--- src/max_sum_bounded_run_select_top_defines.svh ---
// ----------------------------------------------------------------------------
// Assertion macros for max_sum_bounded_run_select_top
// Concurrent check shorthands clocked on clock and held off during reset.
// ----------------------------------------------------------------------------
`ifndef MAX_SUM_BOUNDED_RUN_SELECT_TOP_DEFINES_SVH
`define MAX_SUM_BOUNDED_RUN_SELECT_TOP_DEFINES_SVH

// same-cycle implication
`define MBRS_ASSERT_NOW(label, ante, cons, msg) \
   label: assert property (@(posedge clock) disable iff (reset) (ante) |-> (cons)) \
      else $error(msg);

// next-cycle implication
`define MBRS_ASSERT_NEXT(label, ante, cons, msg) \
   label: assert property (@(posedge clock) disable iff (reset) (ante) |=> (cons)) \
      else $error(msg);

`endif

--- src/mbrs_pkg.sv ---
// ----------------------------------------------------------------------------
// mbrs_pkg
// Shared types, limits and saturating arithmetic for the bounded-run selector.
// ----------------------------------------------------------------------------
package mbrs_pkg;

   localparam int VALUE_W   = 32;
   localparam int SCORE_W   = 64;
   localparam int POS_W     = 32;
   localparam int RUN_W     = 11;
   localparam int BEST_W    = 63;
   localparam int QUEUE_DEPTH = 2;

   localparam logic signed [SCORE_W-1:0] SCORE_MIN = {1'b1, {(SCORE_W-1){1'b0}}};
   localparam logic signed [SCORE_W-1:0] SCORE_MAX = {1'b0, {(SCORE_W-1){1'b1}}};

   typedef struct packed {
      logic signed [SCORE_W-1:0] value;
      logic                      last;
   } item_type;

   typedef struct packed {
      logic [BEST_W-1:0] best_sum;
      logic              final_res;
   } result_type;

   typedef struct packed {
      logic overrun;
      logic cleared;
   } eng_stat_type;

   function automatic logic signed [SCORE_W-1:0] sat_add(
      input logic signed [SCORE_W-1:0] a,
      input logic signed [SCORE_W-1:0] b
   );
      logic signed [SCORE_W-1:0] s;
      s = a + b;
      if ((a[SCORE_W-1] == b[SCORE_W-1]) && (s[SCORE_W-1] != a[SCORE_W-1])) begin
         sat_add = a[SCORE_W-1] ? SCORE_MIN : SCORE_MAX;
      end else begin
         sat_add = s;
      end
   endfunction

   function automatic logic signed [SCORE_W-1:0] sat_sub(
      input logic signed [SCORE_W-1:0] a,
      input logic signed [SCORE_W-1:0] b
   );
      logic signed [SCORE_W-1:0] d;
      d = a - b;
      if ((a[SCORE_W-1] != b[SCORE_W-1]) && (d[SCORE_W-1] != a[SCORE_W-1])) begin
         sat_sub = a[SCORE_W-1] ? SCORE_MIN : SCORE_MAX;
      end else begin
         sat_sub = d;
      end
   endfunction

endpackage

--- src/mbrs_front.sv ---
// ----------------------------------------------------------------------------
// mbrs_front
// Intake stage: takes request transfers, widens the value to score width and
// hands the item to the work queue.
// ----------------------------------------------------------------------------
module mbrs_front
   import mbrs_pkg::*;
(
   input  logic                      clock,
   input  logic                      reset,
   input  logic                      push,
   output logic                      full,
   input  logic signed [VALUE_W-1:0] req_value,
   input  logic                      req_last,
   output logic                      item_valid,
   output item_type                  item,
   input  logic                      queue_full
);

   logic     valid_ff, valid_in;
   item_type item_ff;
   logic     take, drain;

   assign full       = valid_ff && queue_full;
   assign take       = push && !full;
   assign drain      = valid_ff && !queue_full;
   assign item_valid = valid_ff;
   assign item       = item_ff;

   always_comb begin
      valid_in = valid_ff;
      if (take) begin
         valid_in = 1'b1;
      end else if (drain) begin
         valid_in = 1'b0;
      end
   end

   always_ff @(posedge clock) begin
      if (reset) begin
         valid_ff <= 1'b0;
      end else begin
         valid_ff <= valid_in;
      end
   end

   always_ff @(posedge clock) begin
      if (take) begin
         item_ff.value <= SCORE_W'(req_value);
         item_ff.last  <= req_last;
      end
   end

endmodule

--- config.mk ---
export PLATFORM = sky130hd
export DESIGN_NAME = mbrs_front
export DESIGN_NICKNAME = d
export VERILOG_FILES = /design/src/max_sum_bounded_run_select_top_defines.svh /design/src/mbrs_pkg.sv /design/src/mbrs_front.sv
export SDC_FILE = /design/constraint.sdc
export NUM_CORES = 1
export LEC_CHECK = 0
export BUFFER_PORTS_ARGS = -buffer_cell sky130_fd_sc_hd__buf_2
export CAP_MARGIN = 20
export CORE_MARGIN = 3
export CORE_UTILIZATION = 38
export DETAILED_ROUTE_END_ITERATION = 10
export PLACE_DENSITY = 0.79
export SETUP_SLACK_MARGIN = 0.02
export SLEW_MARGIN = 20
export SYNTH_ARGS = -nofsm -noshare
export SYNTH_HDL_FRONTEND = slang
export SYNTH_SLANG_ARGS = --single-unit
--- constraint.sdc ---
create_clock -name clock -period 2.5 [get_ports clock]
set_input_delay 0.5 -clock clock [delete_from_list [all_inputs] [get_ports clock]]
set_output_delay 0.5 -clock clock [all_outputs]
set_load 0.005 [all_outputs]
==> qor.csv <==
stage,metric,value,unit
outcome,status,"finished, final reports clean",
synth,syn_area,1280,um^2
critical_path,worstSetupPathType,reg -> out,
cts,cts_resized,0,
drt,drt-wirelength-per-cell,12.4,um
synth,synth_top_area_share,0.776,
sta,setup_viol,0,
critical_path,worstPathRequired,2000,ps
floorplan,start_util,0.408,
finish,area_growth,31.1,%
cts,clkSinkCount,34,
critical_path,r2r_slack,1280,ps
global_route,first_global_vias,785,
sta,fin_skew,9.08,ps
cts,post_cts_buffers,0,
min_path,hold_path.class,in -> reg,
critical_path,worstSetupStartpointType,register,
min_path,hold_depth,2,
critical_path,path_cells,buf_2,
drt,initialDrtViolationCount,4,
critical_path,worstRegToRegCells,3,
drt,ant_nets,0,
global_route,gr-total-overflow,0,
synth,synth_seq_cells,34,
finish,fin_nets,187,
cts,clk_pin_slew,90,ps
pwr,ir_drop,0.419,mV
sta,rsz0062_at_grt,no,
synth,yosys.area.top_type,edfxtp_1,
finish,fill_cells,263,
cts,holdBufCountCts,0,
finish,antenna_cells,0,
cts,cts_made_buffers,5,
floorplan,design.die.area,4090,um^2
floorplan,fp.dieW,64.0,um
cts,cts_tree,built,
critical_path,r2r-start,item_valid,
min_path,hold-path-endpoint,item_valid,
drt,finalWirelength,2.41,mm
cts,clk_path_buf_depth,2,
critical_path,crit_cells,1,
drt,first_pass_iters,2,
cts,h-tree-depth,2,
pwr,p_per_area,635,nW/um^2
sta,hold_slack,335,ps
critical_path,cp_slowest_stage_delay,760,ps
critical_path,path_buf_inv,1,
drt,via_count,803,
critical_path,rr_endpoint,item[29],
sta,slew_violations,0,
floorplan,io_pins,104,
global_route,antenna_found_initial,0,
critical_path,arrival,1300,ps
sta,setup_ws,697,ps
floorplan,coreArea,3130,um^2
finish,drive_gt1_frac,0.748,
sta,slew-limit-headroom,0.578,
cts,clkLatencyLatePin,320,ps
global_route,grt_max_degree,34,
job,maxCapViolations,0,
sta,hold_violations,0,
critical_path,crit_slowest_cell,edfxtp_1,
critical_path,cp_top_family,flip-flops,
global_route,grt_pass1_wl,3.59,mm
pwr,leakage,0.782,nW
synth,synth-warning-count,0,
critical_path,critPathMaxFanout,33,
sta,finalSetupTns,0,ps
global_route,grt_usage,0.121,
sta,tightest_slew,633,ps
critical_path,worstSetupEndpointType,primary output,
synth,synth_cell_types,7,
placed_design,port_buffers,103,
synth,yosysSeqAreaShare,0.791,
finish,fin_cells,195,
placed_design,dpl_worst_slack,966,ps
synth,syn_area_per_cell,18.2,um^2
sta,fin_crit_sh,0.721,
floorplan,rows,20,
synth,synthesis.nets,107,
floorplan,dieHeight,64.0,um
placed_design,place_inst,187,
drt,viasPerCell,4.12,
synth,synthTopCellsByArea,"edfxtp_1, buf_4, dfxtp_1",
min_path,min-delay-start,reset,
placed_design,place_congestion,0.704,
sta,fmax,555,MHz
drt,drc,0,
cts,clockRootBuffer,clkbuf_4,
sta,min_period,1800,ps
synth,netlist_instances,70,
-- area by class of cell --
class	instances	area (um^2)	area share
clock buffers	7	45.0	0.0269
clock inverters	1	7.51	0.00448
multi-input cells	4	26.3	0.0157
flip-flops and latches	34	1010	0.603
well taps	44	55.1	0.0329
repair buffers	105	531	0.317
-- where the power goes --
| part | internal (mW) | leakage, nW | switching [mW] | total, mW |
|---|---|---|---|---|
| logic | 0.0623 | 0.429 | 0.0510 | 0.113 |
| clock network | 0.111 | 0.0255 | 0.163 | 0.274 |
| registers | 0.664 | 0.328 | 0.0131 | 0.677 |
| total | 0.837 | 0.782 | 0.227 | 1.06 |
-- worst max-delay path by stage --
stage,from,to
5_1_grt,item[32],item[55]
3_5_place_dp,queue_full,item[0]
3_3_place_gp,queue_full,item[13]
2_1_floorplan,queue_full,item[0]
6_report,item[32],item[55]
4_1_cts,item[32],item[37]
-- sequential cells by signal, indices dropped and copies added, names as in the netlist --
name,count
item,33
item_valid,1
-- cell usage in the layout, fill, tap and decap left out, types with 2 or more instances in the layout --
master and n:
clkbuf_4 5, buf_2 103, buf_4 2, edfxtp_1 33, clkbuf_1 2
-- synthesized netlist by cell type, drive strengths merged --
library cell and number:
edfxtp 33, buf 32, and2 1, dfxtp 1, nor2b 1, nor2 1
a21oi 1
-- stage by stage --
stage / utilization / power [mW] / instance area, um^2
final: 0.536 / 1.06 / 1680
after detailed placement: 0.519 / 0.807 / 1620
after CTS: 0.536 / 1.09 / 1680
after global routing: 0.536 / 1.12 / 1680
after floorplan: - / 0.754 / 1280
after global placement: 0.519 / 0.802 / 1620
-- kinds of logic (layout without fill, tap and decap cells) --
logic type / after synthesis / count (layout) / synth area share
and+or+nand+nor: 3 / 3 / 0.0167
buffers and inverters: 32 / 113 / 0.188
DFF: 34 / 34 / 0.791
AOI/OAI and AO/OA: 1 / 1 / 0.00391
-- metal layers --
metal / vias to the layer above / routed length [um] / track usage / part of all wire
met5: - / 0 / 0 / 0
met2: 83 / 1160 / 0.204 / 0.48
li1: 373 / - / - / -
met1: 345 / 746 / 0.102 / 0.31
met3: 2 / 481 / 0.0826 / 0.20
met4: 0 / 21 / 0.0728 / 0.0087
Note: power is estimated with default switching activity, not from simulation.
