==> src/max_sum_bounded_run_select_top_defines.svh <==
// ----------------------------------------------------------------------------
// Assertion macros for max_sum_bounded_run_select_top
// Concurrent check shorthands clocked on clock and held off during reset.
// ----------------------------------------------------------------------------
`ifndef MAX_SUM_BOUNDED_RUN_SELECT_TOP_DEFINES_SVH
`define MAX_SUM_BOUNDED_RUN_SELECT_TOP_DEFINES_SVH

// same-cycle implication
`define MBRS_ASSERT_NOW(label, ante, cons, msg) \
   label: assert property (@(posedge clock) disable iff (reset) (ante) |-> (cons)) \
      else $error(msg);

// next-cycle implication
`define MBRS_ASSERT_NEXT(label, ante, cons, msg) \
   label: assert property (@(posedge clock) disable iff (reset) (ante) |=> (cons)) \
      else $error(msg);

`endif

==> src/mbrs_fifo.sv <==
// ----------------------------------------------------------------------------
// mbrs_fifo
// Small register queue with push/full and pop/empty handshakes.
// ----------------------------------------------------------------------------
module mbrs_fifo #(
   parameter int WIDTH = 1,
   parameter int DEPTH = 2
) (
   input  logic             clock,
   input  logic             reset,
   input  logic             push,
   input  logic [WIDTH-1:0] data_in,
   output logic             full,
   input  logic             pop,
   output logic [WIDTH-1:0] data_out,
   output logic             empty
);

   localparam int PTR_W = (DEPTH > 1) ? $clog2(DEPTH) : 1;
   localparam int CNT_W = $clog2(DEPTH + 1);
   localparam logic [PTR_W-1:0] LAST_PTR = PTR_W'(DEPTH - 1);
   localparam logic [CNT_W-1:0] FULL_CNT = CNT_W'(DEPTH);

   logic [WIDTH-1:0] slot_ff [DEPTH];
   logic [PTR_W-1:0] wr_ptr_ff, wr_ptr_in;
   logic [PTR_W-1:0] rd_ptr_ff, rd_ptr_in;
   logic [CNT_W-1:0] fill_ff, fill_in;
   logic             do_push, do_pop;

   assign full     = (fill_ff == FULL_CNT);
   assign empty    = (fill_ff == '0);
   assign do_push  = push && !full;
   assign do_pop   = pop && !empty;
   assign data_out = slot_ff[rd_ptr_ff];

   always_comb begin
      wr_ptr_in = wr_ptr_ff;
      rd_ptr_in = rd_ptr_ff;
      fill_in   = fill_ff;
      if (do_push) begin
         wr_ptr_in = (wr_ptr_ff == LAST_PTR) ? '0 : wr_ptr_ff + 1'b1;
      end
      if (do_pop) begin
         rd_ptr_in = (rd_ptr_ff == LAST_PTR) ? '0 : rd_ptr_ff + 1'b1;
      end
      if (do_push && !do_pop) begin
         fill_in = fill_ff + 1'b1;
      end else if (do_pop && !do_push) begin
         fill_in = fill_ff - 1'b1;
      end
   end

   always_ff @(posedge clock) begin
      if (reset) begin
         wr_ptr_ff <= '0;
         rd_ptr_ff <= '0;
         fill_ff   <= '0;
      end else begin
         wr_ptr_ff <= wr_ptr_in;
         rd_ptr_ff <= rd_ptr_in;
         fill_ff   <= fill_in;
      end
   end

   always_ff @(posedge clock) begin
      if (do_push) begin
         slot_ff[wr_ptr_ff] <= data_in;
      end
   end

endmodule

==> config.mk <==
export PLATFORM = sky130hd
export DESIGN_NAME = mbrs_fifo
export DESIGN_NICKNAME = d
export VERILOG_FILES = /design/src/max_sum_bounded_run_select_top_defines.svh /design/src/mbrs_fifo.sv
export SDC_FILE = /design/constraint.sdc
export NUM_CORES = 1
export LEC_CHECK = 0
export BUFFER_PORTS_ARGS = -buffer_cell sky130_fd_sc_hd__buf_4
export CAP_MARGIN = 20
export CORE_AREA = 2 2 39 41
export CTS_BUF_LIST = sky130_fd_sc_hd__clkbuf_8
export CTS_CLUSTER_SIZE = 20
export DETAILED_ROUTE_END_ITERATION = 8
export DIE_AREA = 0 0 41 43
export GPL_ROUTABILITY_DRIVEN = 0
export PLACE_DENSITY = 0.44
export SKIP_LAST_GASP = 1
export SLEW_MARGIN = 20
export SYNTH_ARGS = -nofsm -noshare
export SYNTH_HDL_FRONTEND = slang
export SYNTH_SLANG_ARGS = --single-unit
export TNS_END_PERCENT = 10
==> constraint.sdc <==
create_clock -name clock -period 1.39 [get_ports clock]
set_input_delay 0.2085 -clock clock [delete_from_list [all_inputs] [get_ports clock]]
set_output_delay 0.2085 -clock clock [all_outputs]
set_load 0.01 [all_outputs]
==> impl_metrics.tcl <==
set metrics [dict create \
    run_status "finished, violations left" \
    violations "negative setup slack" \
    clock_tree.htree_level_count 1 \
    core_area_mm2 0.00138 \
    grt_pass1_vias 245 \
    hpwlAfterDp_um 401 \
    synth.lib_cells_used.distinct 12 \
    antenna_cells_inserted 0 \
    final_hold_vios 0 \
    synth_top_cell_by_area "sky130_fd_sc_hd__dfxtp_1" \
    worstPathCellList "nor2b_4, nor2_1, ha_1, xor2_1, or3_1, a21oi_2" \
    overflow 0 \
    synth_simple_gate_area_share_pct 16.0 \
    cts_sink_cnt 7 \
    setup_violations 1 \
    critPathLaunchType "register" \
    max-slew-margin-rel_pct 83.9 \
    grt_pass1_wl_um 924 \
    critical_path_peak_fanout 4 \
    net_count_final 50 \
    critPathKind "reg -> reg" \
    fin_skew_ps 0.225 \
    chipHeight_um 43 \
    finalHoldWorstSlack_ps 171 \
    fp.dieArea_mm2 0.00176 \
    synth_adder_area_share_pct 4.33 \
    critPathRequiredTime_ps 1540 \
    cts_hold_buf 0 \
    initial_core_util_pct 20.9 \
    maxClockFrequency_mhz 696 \
    clkTransAtPathRegs_ps 40 \
    layout_worst_path_cycle_share_pct 103 \
    layout.cells.most_common_list "sky130_fd_sc_hd__buf_4 (11), sky130_fd_sc_hd__nor2_1 (5)" \
    first_pass_iteration_count_of_the_detailed_router 1 \
    avgRoutedWirePerCell_um 9.29 \
    mapped_cells 28 \
    drive_above_1_share_pct 44.2 \
    mostFrequentLayoutCell "sky130_fd_sc_hd__buf_4" \
    number_of_buffers_on_the_longest_clock_path 2 \
    synthToLayoutAreaGrowth_pct 55.8 \
    setup_slack_ps -47.1 \
    endpoint_kind "register" \
    antenna_left 0 \
    cap_violations 0 \
    tightestPinTransition_ps 238 \
    dieWidth_um 41 \
    critPathBufInv 0 \
    synth_compound_gate_area_share_pct 8.66 \
    timing.critical_path.arrival_ps 1590 \
    pin_count 8 \
    postSynthRegisterBits 7 \
    drt-total-wl_um 548 \
    detail_route.vias_per_cell 3.95 \
    synth_largest_type_area_fraction_pct 34.6 \
    muxShareOfSynthArea_pct 3.90 \
    postPlaceCellArea_um2 392 \
    critPathSlowestCell "sky130_fd_sc_hd__or3_1" \
    post_synth_main_area_contributors "sky130_fd_sc_hd__dfxtp_1 (35%), sky130_fd_sc_hd__edfxtp_1 (21%), sky130_fd_sc_hd__xor2_1 (9.1%)" \
    postSynthNetCount 34 \
    timing.critical_path.max_delay_family "simple AND/OR/NAND/NOR gates" \
    hold_path_class "in -> reg" \
    drt_drc_violations_left 0 \
    clockRootBuffer "sky130_fd_sc_hd__clkbuf_8" \
    synth.yosys.seq_area_share_pct 55.4 \
    tritoncts "built" \
    synthesis.yosys.warnings 0 \
    clk_latency_ps 220 \
    post_synth.cell_area_avg_um2 10.3 \
    rsz0062_at_grt "yes" \
    critical_path.max_stage_delay_ps 350 \
    layout.cell_area.non_filler_um2 450 \
    synth_xor_xnor_area_share_pct 9.09 \
    static-leakage-power_uw 0.000206 \
    drv_slew 0 \
    post-route-min-period_ps 1440 \
    grt.total_usage_pct 8.46 \
    syn-cell-area_um2 289 \
    detail_route.iter0.violations 0 \
    port_buffers 7 \
    vias 233 \
    max-vdd-ir-drop_v 0.000731 \
    num_rows 14 \
    p_per_area_mw_per_mm2 2220 \
    grt_max_degree 6 \
    cts-buffers-inserted 3 \
    synth_top_family_by_area "simple AND/OR/NAND/NOR gates" \
    grt_antenna_before_repair 0 \
]
-- cell usage after synthesis --
| cell | instances |
|---|---|
| sky130_fd_sc_hd__edfxtp_1 | 2 |
| sky130_fd_sc_hd__nor2b_2 | 1 |
| sky130_fd_sc_hd__and2_1 | 1 |
| sky130_fd_sc_hd__o21ai_0 | 3 |
| sky130_fd_sc_hd__a21oi_1 | 2 |
| sky130_fd_sc_hd__xor2_1 | 3 |
| sky130_fd_sc_hd__ha_1 | 1 |
| sky130_fd_sc_hd__or3_1 | 2 |
| sky130_fd_sc_hd__mux2_2 | 1 |
| sky130_fd_sc_hd__inv_1 | 2 |
| sky130_fd_sc_hd__dfxtp_1 | 5 |
| sky130_fd_sc_hd__nor2_1 | 5 |
-- kinds of logic (layout without fill, tap and decap cells) --
family	Yosys count	in the layout
AND/OR/NAND/NOR	9	9
multiplexers	1	1
XOR/XNOR	3	3
flip-flops	7	7
adder cells (fa/ha/maj)	1	1
buffers and inverters	2	17
AO/OA/AOI/OAI	5	5
-- repair_timing --
item | in CTS | in global routing
pin swaps | 1 | 0
setup buffers | 1 | 0
gates resized for setup | 1 | 1
endpoints found under the setup margin | 1 | 1
-- worst reg2reg max path, cell delays in order, from the launching register on --
cell	delay, ps
sky130_fd_sc_hd__dfxtp_2	340
sky130_fd_sc_hd__nor2b_4	140
sky130_fd_sc_hd__nor2_1	60
sky130_fd_sc_hd__ha_1	180
sky130_fd_sc_hd__xor2_1	150
sky130_fd_sc_hd__or3_1	350
sky130_fd_sc_hd__a21oi_2	140
-- power breakdown --
group / internal (uW) / switching (uW)
Sequential: 284 / 47.1
Clock: 190 / 80.2
Combinational: 227 / 172
-- layer usage --
metal | vias up | share of wire (%) | GRT usage (%)
met5 | - | 0 | 0
met4 | 0 | 0 | 4.00
met3 | 0 | 8.8 | 7.85
met2 | 7 | 50 | 11.3
met1 | 101 | 41 | 8.77
li1 | 125 | - | -
-- cell type report --
type | count | area, um^2
Fill cell | 146 | 933
Sequential cell | 7 | 165
Multi-Input combinational cell | 19 | 130
Timing Repair Buffer | 11 | 82.6
Clock buffer | 3 | 41.3
Tap cell | 16 | 20.0
Inverter | 2 | 7.51
Clock inverter | 1 | 3.75
-- metrics by stage --
stage | setup TNS [ps] | util, % | total power, uW | setup slack [ps] | cells
floorplan | -10.5 | - | 533 | -10.5 | 28
global placement | 0 | 28.3 | 680 | 21.8 | 54
detailed placement | -11.5 | 28.3 | 697 | -11.5 | 54
CTS | 0 | 32.3 | 1000 | 13.0 | 59
global route | -121 | 32.5 | 1090 | -121 | 59
finish | -47.1 | 32.5 | 1000 | -47.1 | 59
-- worst paths after layout --
check / startpoint / end / slack, ps / cells past startpoint
worst max-delay path: fill_ff[1]$_SDFFE_PP0P_ / fill_ff[1]$_SDFFE_PP0P_ / -50 / 6
worst min-delay path: data_in / slot_ff[1]$_DFFE_PP_ / 170 / 1
worst max register to register: fill_ff[1]$_SDFFE_PP0P_ / fill_ff[1]$_SDFFE_PP0P_ / -50 / 6
worst min register to register: wr_ptr_ff$_SDFFE_PP0N_ / wr_ptr_ff$_SDFFE_PP0N_ / 480 / 2
No activity file was read; power rests on OpenSTA's default activity.
